===== src/rtl/core/swr_pkg.sv =====
`timescale 1ns / 1ps
// ---------------------------------------------------------------------------
// swr_pkg: shared types and constants for the sliding window receiver
// Holds the receiver state record, the item and result records, reset
// values and the stream payload widths.
// ---------------------------------------------------------------------------
package swr_pkg;

  // Largest window the block supports
  localparam int WINDOW_MAX_DEF = 128;

  // Field widths
  localparam int NUM_W   = 8;
  localparam int CNT_W   = 8;
  localparam int LIO_W   = NUM_W + 1;

  // Reset values
  localparam logic [NUM_W-1:0] WINDOW_SIZE_RESET = 8'd4;
  localparam logic [CNT_W-1:0] COUNT_MAX         = 8'hFF;
  localparam logic [LIO_W-1:0] LIO_NONE          = 9'h1FF;

  // Stream payload widths
  localparam int IN_TDATA_W  = 8;
  localparam int OUT_FIELD_W = 42;
  localparam int OUT_TDATA_W = 48;

  // Receiver state
  typedef struct packed {
    logic [CNT_W-1:0] buffered_count;
    logic [NUM_W-1:0] expected_start;
    logic [LIO_W-1:0] last_in_order;   // two's complement, -1 = nothing yet
    logic             ack_enable;
    logic             flush_pending;
  } state_t;

  // One received packet header
  typedef struct packed {
    logic [NUM_W-1:0] packet_number;
    logic             short_payload;
  } item_t;

  // One result
  typedef struct packed {
    logic [CNT_W-1:0] commit_count;
    logic [CNT_W-1:0] discard_count;
    logic             accepted;
    logic [CNT_W-1:0] slot;
    logic             ack_valid;
    logic [NUM_W-1:0] ack_number;
    logic             finished;
    logic [CNT_W-1:0] final_count;
  } result_t;

  // State after reset and after completion
  localparam state_t STATE_RESET = '{
    buffered_count: '0,
    expected_start: '0,
    last_in_order:  LIO_NONE,
    ack_enable:     1'b1,
    flush_pending:  1'b0
  };

endpackage


===== src/rtl/core/swr_in_reg.sv =====
`timescale 1ns / 1ps
// ---------------------------------------------------------------------------
// swr_in_reg: input register stage
// Captures one packet header per transaction and holds it until the
// processing stage takes it; ready stays high while the stage drains.
// ---------------------------------------------------------------------------
module swr_in_reg (
  input  logic                              clk,
  input  logic                              rst_n,
  input  logic                              in_tvalid,
  output logic                              in_tready,
  input  logic [swr_pkg::IN_TDATA_W-1:0]    in_tdata,   // [7:0] packet_number
  input  logic                              in_tlast,   // short_payload
  input  logic                              take,
  output logic                              item_valid,
  output swr_pkg::item_t                    item
);

  logic           valid_r, valid_nxt;
  swr_pkg::item_t item_r;

  assign in_tready = !valid_r || take;

  // Valid flag
  always_comb begin
    valid_nxt = valid_r;
    if (in_tvalid && in_tready) begin
      valid_nxt = 1'b1;
    end else if (take) begin
      valid_nxt = 1'b0;
    end
  end

  always_ff @(posedge clk) begin
    if (!rst_n) begin
      valid_r <= 1'b0;
    end else begin
      valid_r <= valid_nxt;
    end
  end

  // Payload, no reset needed
  always_ff @(posedge clk) begin
    if (in_tvalid && in_tready) begin
      item_r.packet_number <= in_tdata[swr_pkg::NUM_W-1:0];
      item_r.short_payload <= in_tlast;
    end
  end

  assign item_valid = valid_r;
  assign item       = item_r;

endmodule


===== src/rtl/core/swr_step.sv =====
`timescale 1ns / 1ps
// ---------------------------------------------------------------------------
// swr_step: per-packet decision logic
// From the current state and one header, works out flush, in-order check,
// slot assignment, window-end ack and completion, plus the next state.
// ---------------------------------------------------------------------------
module swr_step #(
  parameter int WINDOW_MAX = swr_pkg::WINDOW_MAX_DEF
) (
  input  logic [swr_pkg::NUM_W-1:0] window_size,
  input  swr_pkg::state_t           cur,
  input  swr_pkg::item_t            item,
  output swr_pkg::state_t           nxt,
  output swr_pkg::result_t          res
);

  localparam logic [swr_pkg::NUM_W-1:0] WIN_MAX = swr_pkg::NUM_W'(WINDOW_MAX);

  logic [swr_pkg::NUM_W-1:0] win;
  logic [swr_pkg::LIO_W-1:0] win_m1;
  logic [swr_pkg::LIO_W-1:0] win2_m1;

  // Clamp window into 1 .. WINDOW_MAX
  always_comb begin
    if (window_size == '0) begin
      win = swr_pkg::NUM_W'(1);
    end else if (window_size > WIN_MAX) begin
      win = WIN_MAX;
    end else begin
      win = window_size;
    end
  end

  assign win_m1  = {1'b0, win} - swr_pkg::LIO_W'(1);
  assign win2_m1 = {win, 1'b0} - swr_pkg::LIO_W'(1);

  always_comb begin
    logic [swr_pkg::CNT_W-1:0] bc;
    logic [swr_pkg::NUM_W-1:0] es;
    logic [swr_pkg::LIO_W-1:0] lio;
    logic [swr_pkg::LIO_W-1:0] num_m1;
    logic [swr_pkg::CNT_W:0]   disc;
    logic                      ae;
    logic                      fp;
    logic                      done;

    bc     = cur.buffered_count;
    es     = cur.expected_start;
    lio    = cur.last_in_order;
    ae     = cur.ack_enable;
    fp     = cur.flush_pending;
    done   = item.short_payload;
    num_m1 = {1'b0, item.packet_number} - swr_pkg::LIO_W'(1);
    disc   = '0;
    res    = '0;

    // Pending flush: commit if at expected start, else discard and resync
    if (fp) begin
      if (item.packet_number != es) begin
        ae   = 1'b1;
        es   = item.packet_number;
        disc = disc + {1'b0, bc};
      end else begin
        res.commit_count = bc;
      end
      bc  = '0;
      fp  = 1'b0;
      lio = num_m1;
    end

    // Window restart
    if (es == item.packet_number) begin
      ae   = 1'b1;
      lio  = {1'b0, es} - swr_pkg::LIO_W'(1);
      disc = disc + {1'b0, bc};
      bc   = '0;
    end

    // In-order check
    if (lio != num_m1) begin
      lio  = (item.packet_number >= win) ? win_m1 : swr_pkg::LIO_NONE;
      disc = disc + {1'b0, bc};
      bc   = '0;
      done = 1'b0;
      ae   = 1'b0;
      fp   = 1'b0;
    end else begin
      lio          = {1'b0, item.packet_number};
      res.accepted = 1'b1;
      res.slot     = bc;
      if (bc != swr_pkg::COUNT_MAX) begin
        bc = bc + swr_pkg::CNT_W'(1);
      end
    end

    // Cumulative ack at a window end
    if (!done && ae && (lio == win_m1 || lio == win2_m1)) begin
      res.ack_valid  = 1'b1;
      res.ack_number = lio[swr_pkg::NUM_W-1:0];
      if (lio == win2_m1) begin
        lio = swr_pkg::LIO_NONE;
      end
      es = (es == '0) ? win : '0;
      fp = 1'b1;
    end

    res.discard_count = disc[swr_pkg::CNT_W] ? swr_pkg::COUNT_MAX
                                             : disc[swr_pkg::CNT_W-1:0];

    // Completion returns to the reset state
    if (done) begin
      res.finished    = 1'b1;
      res.final_count = bc;
      nxt             = swr_pkg::STATE_RESET;
    end else begin
      nxt.buffered_count = bc;
      nxt.expected_start = es;
      nxt.last_in_order  = lio;
      nxt.ack_enable     = ae;
      nxt.flush_pending  = fp;
    end
  end

endmodule


===== src/rtl/core/sliding_window_receiver_unit.sv =====
`timescale 1ns / 1ps
// Pipeline from input transaction to result: input register, then result register.
// Throughput: 1 packet per cycle without result stall; single compare-and-update pass.
// A stalled result register holds the input side only once the input register is full.
// Reset (synchronous, rst_n low): window_size = 4, buffered count and window start 0,
// last in-order number -1, acks enabled, no flush pending, both stages empty.
// ---------------------------------------------------------------------------
// sliding_window_receiver_unit: go-back-N style receiver, two-window sequence
// Decides commit, discard, slot, ack and completion for each packet header.
// ---------------------------------------------------------------------------
module sliding_window_receiver_unit #(
  parameter int WINDOW_MAX = swr_pkg::WINDOW_MAX_DEF
) (
  input  logic                              clk,
  input  logic                              rst_n,
  // Configuration: window_size
  input  logic                              cfg_valid,
  output logic                              cfg_ready,
  input  logic [swr_pkg::NUM_W-1:0]         cfg_data,
  // Input stream
  input  logic                              in_tvalid,
  output logic                              in_tready,
  input  logic [swr_pkg::IN_TDATA_W-1:0]    in_tdata,   // [7:0] packet_number
  input  logic                              in_tlast,   // short_payload
  // Result stream
  output logic                              out_tvalid,
  input  logic                              out_tready,
  // [7:0] commit_count, [15:8] discard_count, [16] accepted, [24:17] slot,
  // [25] ack_valid, [33:26] ack_number, [41:34] final_count, [47:42] zero
  output logic [swr_pkg::OUT_TDATA_W-1:0]   out_tdata,
  output logic                              out_tlast   // finished
);

  logic                      cfg_write;
  logic [swr_pkg::NUM_W-1:0] window_size_r;
  logic                      item_valid;
  swr_pkg::item_t            item;
  logic                      advance;
  swr_pkg::state_t           state_r, state_nxt;
  swr_pkg::result_t          res, res_r;
  logic                      out_valid_r, out_valid_nxt;

  assign cfg_write = cfg_valid;
  assign cfg_ready = 1'b1;

  // Window size register
  always_ff @(posedge clk) begin
    if (!rst_n) begin
      window_size_r <= swr_pkg::WINDOW_SIZE_RESET;
    end else if (cfg_write && cfg_ready) begin
      window_size_r <= cfg_data;
    end
  end

  swr_in_reg u_in_reg (
    .clk        (clk),
    .rst_n      (rst_n),
    .in_tvalid  (in_tvalid),
    .in_tready  (in_tready),
    .in_tdata   (in_tdata),
    .in_tlast   (in_tlast),
    .take       (advance),
    .item_valid (item_valid),
    .item       (item)
  );

  // Process when the result register is free or draining
  assign advance = item_valid && (!out_valid_r || out_tready);

  swr_step #(
    .WINDOW_MAX (WINDOW_MAX)
  ) u_step (
    .window_size (window_size_r),
    .cur         (state_r),
    .item        (item),
    .nxt         (state_nxt),
    .res         (res)
  );

  // Receiver state
  always_ff @(posedge clk) begin
    if (!rst_n) begin
      state_r <= swr_pkg::STATE_RESET;
    end else if (advance) begin
      state_r <= state_nxt;
    end
  end

  // Result register
  always_comb begin
    out_valid_nxt = out_valid_r;
    if (advance) begin
      out_valid_nxt = 1'b1;
    end else if (out_tready) begin
      out_valid_nxt = 1'b0;
    end
  end

  always_ff @(posedge clk) begin
    if (!rst_n) begin
      out_valid_r <= 1'b0;
    end else begin
      out_valid_r <= out_valid_nxt;
    end
  end

  always_ff @(posedge clk) begin
    if (advance) begin
      res_r <= res;
    end
  end

  // Pack result fields
  assign out_tvalid = out_valid_r;
  assign out_tlast  = res_r.finished;
  assign out_tdata  = {
    (swr_pkg::OUT_TDATA_W - swr_pkg::OUT_FIELD_W)'(0),
    res_r.final_count,
    res_r.ack_number,
    res_r.ack_valid,
    res_r.slot,
    res_r.accepted,
    res_r.discard_count,
    res_r.commit_count
  };

endmodule


===== config.mk =====
export PLATFORM = sky130hd
export DESIGN_NAME = sliding_window_receiver_unit
export DESIGN_NICKNAME = d
export VERILOG_FILES = /design/src/rtl/core/swr_pkg.sv /design/src/rtl/core/swr_in_reg.sv /design/src/rtl/core/swr_step.sv /design/src/rtl/core/sliding_window_receiver_unit.sv
export SDC_FILE = /design/constraint.sdc
export NUM_CORES = 1
export LEC_CHECK = 0
export BUFFER_PORTS_ARGS = -buffer_cell sky130_fd_sc_hd__buf_2
export CAP_MARGIN = 20
export CORE_MARGIN = 10
export CORE_UTILIZATION = 50
export DETAILED_ROUTE_END_ITERATION = 8
export PLACE_DENSITY_LB_ADDON = 0.1
export SETUP_SLACK_MARGIN = 0.1
export SYNTH_ARGS = -nofsm -noshare
export SYNTH_HDL_FRONTEND = slang
export SYNTH_SLANG_ARGS = --single-unit

===== constraint.sdc =====
create_clock -name clk -period 5.8 [get_ports clk]
set_input_delay 1.45 -clock clk [delete_from_list [all_inputs] [get_ports clk]]
set_output_delay 1.45 -clock clk [all_outputs]
set_load 0.02 [all_outputs]

==> results of run 1 <==
-- stage by stage --
stage	instance area, sq um	cells	hold WS (ns)	utilization, %	total power (uW)
finish	6190	779	0.515	56.9	1400
detailed placement	5960	763	0.496	54.8	910
global placement	5960	763	0.492	54.8	907
global route	6190	779	0.547	56.9	1460
floorplan	5620	587	0.476	-	862
CTS	6190	779	0.513	56.9	1400
-- cell families after synthesis --
kind of cell / Yosys count / synth area share (%)
multiplexers: 17 / 3.04
flip-flops: 89 / 41.1
other: 2 / 0.134
buffers and inverters: 65 / 6.12
adder cells (fa/ha/maj): 30 / 6.97
XOR/XNOR: 51 / 7.97
AO/OA/AOI/OAI: 109 / 13.6
AND/OR/NAND/NOR: 219 / 21.1
-- state kept, by name, summed over array words and instances (netlist names) --
register             flops
u_in_reg.item_valid      1
window_size_r            8
state_r                 27
out_tdata               42
out_tlast                1
out_tvalid               1
u_in_reg.item            9
-- area by class of cell --
cell class | instances | area share [%]
clock inverter | 7 | 1.70
timing repair buffer | 78 | 6.79
tap | 140 | 2.83
inverter | 23 | 1.39
multi-input combinational | 433 | 48.1
clock buffer | 9 | 2.00
sequential | 89 | 37.2
-- Yosys cell counts, types with 11 or more instances --
library cell  instances
a21oi_1              28
xor2_1               20
clkbuf_1             18
nand2_1              40
nor2b_1              30
dfxtp_1              37
nor4_1               12
nor2_1               45
and3_1               11
and2_1               22
mux2i_1              17
nor3_1               19
xnor2_1              31
edfxtp_1             52
buf_4                14
ha_1                 28
o21ai_0              17
inv_1                20
-- worst max path at each step --
stage	from	to	slack [ns]	cells after the start
final	u_in_reg.item[8]	out_tdata[9]	0.70	19
after global routing	u_in_reg.item[8]	out_tdata[9]	0.20	19
after global placement	u_in_reg.item[2]	out_tdata[12]	1.03	18
after CTS	u_in_reg.item[2]	out_tdata[9]	0.75	19
after detailed placement	u_in_reg.item[2]	out_tdata[11]	0.75	19
after floorplan	u_in_reg.item[3]	out_tdata[11]	1.31	23
-- routing by layer --
layer / vias up / GRT usage, % / routed length [um]
met4: 0 / 7.10 / 336
met5: - / 0 / 0
li1: 2179 / - / -
met1: 2158 / 20.9 / 6070
met2: 129 / 32.3 / 7340
met3: 28 / 2.85 / 625
-- worst max-delay path, delay by kind of cell (launching register included) --
family,cells,cell delay (ns)
AND/OR/NAND/NOR,7,1.34
AO/OA/AOI/OAI,6,1.11
adder cells (fa/ha/maj),3,0.86
flip-flops,1,0.72
XOR/XNOR,2,0.71
buffers and inverters,1,0.06
-- power breakdown --
| group | switching (uW) | total [uW] | leakage [uW] | internal, uW |
|---|---|---|---|---|
| clock network | 251 | 501 | 0.000113 | 250 |
| logic | 115 | 185 | 0.00163 | 70.0 |
| registers | 20.5 | 711 | 0.000794 | 691 |
==> results.sh, run 1 <==
export IMPL_synth_async_reset_ratio_pct=0
export IMPL_chipWidth_um=126
export IMPL_layout_area_overhead_vs_synth_pct=10.5
export IMPL_crit_start_category="flip-flop"
export IMPL_top_ff_cell_synth="edfxtp_1"
export IMPL_cts_max_level=3
export IMPL_data_required_time_at_the_worst_endpoint_ns=5.89
export IMPL_synthDominantCellAreaShare_pct=27.9
export IMPL_max_slew_worst_pin_slew_ns=0.777
export IMPL_achievable_frequency_mhz=196
export IMPL_irDropWorstVdd_v=0.000136
export IMPL_n_fill_cell=990
export IMPL_layout_commonest_cell="buf_2"
export IMPL_die_height_um=126
export IMPL_worstPathArrival_ns=5.19
export IMPL_postRouteWirelength_um=14400
export IMPL_synth_distinct_cells=68
export IMPL_setup_viol_count_final=0
export IMPL_post_synth_inst_count=582
export IMPL_crit_path_max_fanout=11
export IMPL_clock_root_buffer="clkbuf_8"
export IMPL_clock_path_buffers=2
export IMPL_synth_sequential_area_ratio_pct=41.1
export IMPL_initial_cell_density_of_the_core_pct=51.5
export IMPL_cts_hold_buf=0
export IMPL_critical_path_reg2reg_startpoint="u_in_reg.item[8]"
export IMPL_setup_tns_ns=0
export IMPL_total_die_area_sq_um=15800
export IMPL_cts_reportedPaths_clkPinSlew_ns=0.10
export IMPL_final_setup_worst_slack_ns=0.698
export IMPL_hold_path_class="flip-flop to flip-flop"
export IMPL_post_synth_instance_area_sq_um=5600
export IMPL_worstSkewPairLatency_ns=0.38
export IMPL_skew_final_ns=0.0175
export IMPL_drt_pass1_iterations=7
export IMPL_final_nets=686
export IMPL_total_area_of_multi_input_combinational_cells_sq_um=2980
export IMPL_post_cts_resized=0
export IMPL_via_count=4494
export IMPL_postSynthRegisterBits=89
export IMPL_cts_tree="done"
export IMPL_period_utilization_pct=88.0
export IMPL_crit_slowest_cell="edfxtp_1"
export IMPL_maxSlewHeadroom_pct=48.2
export IMPL_placement_io_buffers=66
export IMPL_drv_max_cap_violation_count=0
export IMPL_post_cts_setup_buffers=0
export IMPL_drt_first_iter_violations=269
export IMPL_detail_route_drc_violations=0
export IMPL_cp_end_kind="flip-flop"
export IMPL_power_leakage_uw=0.00254
export IMPL_grt_setup_unrepaired="no"
export IMPL_io_pins=74
export IMPL_drive_above_1_share_pct=17.1
export IMPL_report_final_hold_viol_count=0
export IMPL_crit_reg2reg_capture="out_tdata[9]"
export IMPL_tritoncts_num_buffers=9
export IMPL_synth_area_per_cell_sq_um=9.63
export IMPL_worst_hold_endpoint="state_r[6]"
export IMPL_place_worst_setup_slack_ns=0.751
export IMPL_critPathMaxStageDelay_ns=0.72
export IMPL_synth_top_cell_by_area="edfxtp_1"
export IMPL_grt_pass1_wl_um=23600
export IMPL_grtUsageTotal_pct=18.0
export IMPL_outcome="completed"
export IMPL_post_drt_via_cell_ratio=5.77
export IMPL_grt_antenna_before_repair=0
export IMPL_period_minus_slack_ns=5.10
export IMPL_grt_pass1_vias=4558
export IMPL_globalplace_congestion=0.921
export IMPL_antennaDiodeCount=0
export IMPL_report_final_slew_viol_count=0
export IMPL_detailedPlacementHpwl_um=10500
export IMPL_worst_r2r_setup_slack_ns=0.70
export IMPL_synth_area_leaders="edfxtp_1 28%, dfxtp_1 13%, ha_1 6.3%"
export IMPL_wl_per_cell_um=18.5
export IMPL_worst_r2r_path_depth=19
export IMPL_final_cell_mix="66 x buf_2, 52 x edfxtp_1, 45 x nor2_1"
export IMPL_worstHoldStart="state_r[6]"
export IMPL_maximum_number_of_pins_on_one_net_before_global_route_repair=47
export IMPL_setup_worst_path_class="flip-flop to flip-flop"
export IMPL_area_taken_by_flip_flops_and_latches_sq_um=2300
export IMPL_floorplan_rows=38
export IMPL_timing_hold_worst_path_depth=2
export IMPL_synth_warning_count=0
export IMPL_globalRoute_totalOverflow=0
export IMPL_synth_edff_count=52
export IMPL_placeable_core_region_sq_um=10900
export IMPL_final_antenna_net_count=0
export IMPL_cellPowerDensity_nw_per_um2=226
export IMPL_critical_path_cell_chain="xor2_1 > nor4_1 > and2_1 > nor2b_1 > and2_1 > ha_1 > inv_1 > fa_1 > nor2b_1 > nor3_1 > ha_1 > a21o_1 > a21oi_1 > o21bai_1 > a21oi_1 > o21ai_0 > nand2_1 > xor2_1 > o311ai_0"
export IMPL_cts_sink_count=89
Note: power is estimated with default switching activity, not from simulation.
==> run 2, diff against run 1 <==
- BUFFER_PORTS_ARGS: -buffer_cell sky130_fd_sc_hd__buf_2 -> -buffer_cell sky130_fd_sc_hd__buf_4
- CORE_ASPECT_RATIO: default -> 1.5
==> results.sh, run 2 (same netlist as run 1, synthesis figures left out) <==
export IMPL_cts_tree="done"
export IMPL_total_area_of_multi_input_combinational_cells_sq_um=2980
export IMPL_achievable_frequency_mhz=196
export IMPL_final_nets=686
export IMPL_report_final_hold_viol_count=0
export IMPL_die_height_um=150
export IMPL_grt_antenna_before_repair=0
export IMPL_skew_final_ns=0.0104
export IMPL_drive_above_1_share_pct=16.9
export IMPL_timing_hold_worst_path_depth=2
export IMPL_setup_tns_ns=0
export IMPL_outcome="completed"
export IMPL_maximum_number_of_pins_on_one_net_before_global_route_repair=47
export IMPL_total_die_area_sq_um=15900
export IMPL_fin_cells=786
export IMPL_final_design_area_no_fill_sq_um=6410
export IMPL_drt_pass1_iterations=5
export IMPL_detailedPlacementHpwl_um=10800
export IMPL_clock_root_buffer="clkbuf_16"
export IMPL_cts_max_level=3
export IMPL_grtUsageTotal_pct=18.1
export IMPL_cellPowerDensity_nw_per_um2=227
export IMPL_data_required_time_at_the_worst_endpoint_ns=5.84
export IMPL_grt_pass1_wl_um=23200
export IMPL_switching_fraction_pct=27.1
export IMPL_cts_hold_buf=0
export IMPL_clock_path_buffers=2
export IMPL_grt_pass1_vias=4580
export IMPL_n_fill_cell=1011
export IMPL_largest_register_ff_count=42
export IMPL_setup_viol_count_final=0
export IMPL_detail_route_drc_violations=0
export IMPL_worstPathArrival_ns=5.15
export IMPL_initial_cell_density_of_the_core_pct=51.0
export IMPL_cts_reportedPaths_clkPinSlew_ns=0.06
export IMPL_pwr_share_comb_pct=13.1
export IMPL_globalRoute_totalOverflow=0
export IMPL_power_frac_seq_pct=48.9
export IMPL_cts_sink_count=89
export IMPL_layout_area_overhead_vs_synth_pct=14.5
export IMPL_report_final_slew_viol_count=0
export IMPL_p_sw_uw=395
export IMPL_drv_max_cap_violation_count=0
export IMPL_drt_first_iter_violations=231
export IMPL_maxSlewHeadroom_pct=37.0
export IMPL_cellInternalPower_uw=1060
export IMPL_via_count=4510
export IMPL_period_utilization_pct=88.1
export IMPL_post_cts_setup_buffers=0
export IMPL_irDropWorstVdd_v=0.000143
export IMPL_crit_path_max_fanout=13
export IMPL_worstSkewPairLatency_ns=0.35
export IMPL_pwr_share_clk_pct=38.0
export IMPL_layout_commonest_cell="buf_4"
export IMPL_crit_start_category="flip-flop"
export IMPL_post_drt_via_cell_ratio=5.74
export IMPL_dpl_instance_area_sq_um=6140
export IMPL_placed_cells_incl_taps=770
export IMPL_final_antenna_net_count=0
export IMPL_tritoncts_num_buffers=9
export IMPL_power_leakage_uw=0.00262
export IMPL_postRouteWirelength_um=14100
export IMPL_wl_per_cell_um=18.0
export IMPL_globalplace_congestion=0.908
export IMPL_placement_io_buffers=66
export IMPL_worst_r2r_path_depth=19
export IMPL_chipWidth_um=106
export IMPL_period_minus_slack_ns=5.11
export IMPL_area_taken_by_flip_flops_and_latches_sq_um=2300
export IMPL_hold_path_class="flip-flop to flip-flop"
export IMPL_io_pins=74
export IMPL_floorplan_rows=47
export IMPL_antennaDiodeCount=0
export IMPL_grt_setup_unrepaired="no"
export IMPL_placeable_core_region_sq_um=11000
export IMPL_post_cts_resized=0
export IMPL_cp_end_kind="flip-flop"
export IMPL_max_slew_worst_pin_slew_ns=0.944
export IMPL_final_cell_mix="78 x buf_4, 52 x edfxtp_1, 45 x nor2_1"
export IMPL_setup_worst_path_class="flip-flop to flip-flop"
run 2: cell count changes in the layout (fill, tap and decap cells not counted), moves of 2 or more:
cell	previous run	this run
buf_4	12	78
clkbuf_8	9	0
buf_2	66	0
inv_6	3	1
clkinv_4	0	2
clkbuf_16	0	9
bufinv_16	2	0
run 2: through the flow:
step                      hold WS [ns]  setup WS, ns  utilization [%]  power (uW)
final                            0.503         0.691             58.3        1460
after global routing             0.527         0.285             58.3        1510
after floorplan                  0.476          1.31                -         862
after global placement           0.494         0.841             55.8         916
after CTS                        0.505         0.666             58.3        1470
after detailed placement         0.496         0.668             55.8         919
run 2: power by group through the flow:
stage	logic, uW	clock network, uW	registers [uW]
6_report	192	554	714
5_1_grt	211	586	716
4_1_cts	193	562	713
3_5_place_dp	192	0	728
3_3_place_gp	189	0	727
2_1_floorplan	129	0	733
run 2: path summary, 6_finish.rpt:
path	to	startpoint	slack (ns)
worst max register to register	out_tdata[14]	u_in_reg.item[3]	0.69
worst max-delay path	out_tdata[14]	u_in_reg.item[3]	0.69
worst min-delay path	state_r[2]	state_r[2]	0.50
worst min register to register	state_r[2]	state_r[2]	0.50
run 2: per-layer routing:
metal  track usage (%)  part of all wire [%]  vias up
met4              10.1                   4.4        0
met3              3.79                   3.6       40
met1              17.6                    36     2178
met2              34.5                    55      117
li1                  -                     -     2175
met5                 0                     0        -
run 2: critical path, cell delays in order (launching register included):
cell	delay, ns
edfxtp_1	0.69
xor2_1	0.22
nor4_1	0.09
and2_1	0.17
nor2b_1	0.44
and2_1	0.21
ha_1	0.16
inv_1	0.05
fa_1	0.37
nor2b_1	0.14
nor3_1	0.23
ha_1	0.31
a21o_1	0.19
a21oi_1	0.23
o21bai_1	0.09
a21oi_1	0.21
o21ai_0	0.13
nand2_1	0.09
xor2_1	0.49
o311ai_0	0.28
run 2: layout make-up:
| class | count | area share, % |
|---|---|---|
| clock buffers | 9 | 3.51 |
| clock inverters | 7 | 0.839 |
| inverters | 23 | 1.35 |
| multi-input cells | 433 | 46.4 |
| flip-flops and latches | 89 | 35.9 |
| well taps | 147 | 2.87 |
| repair buffers | 78 | 9.13 |
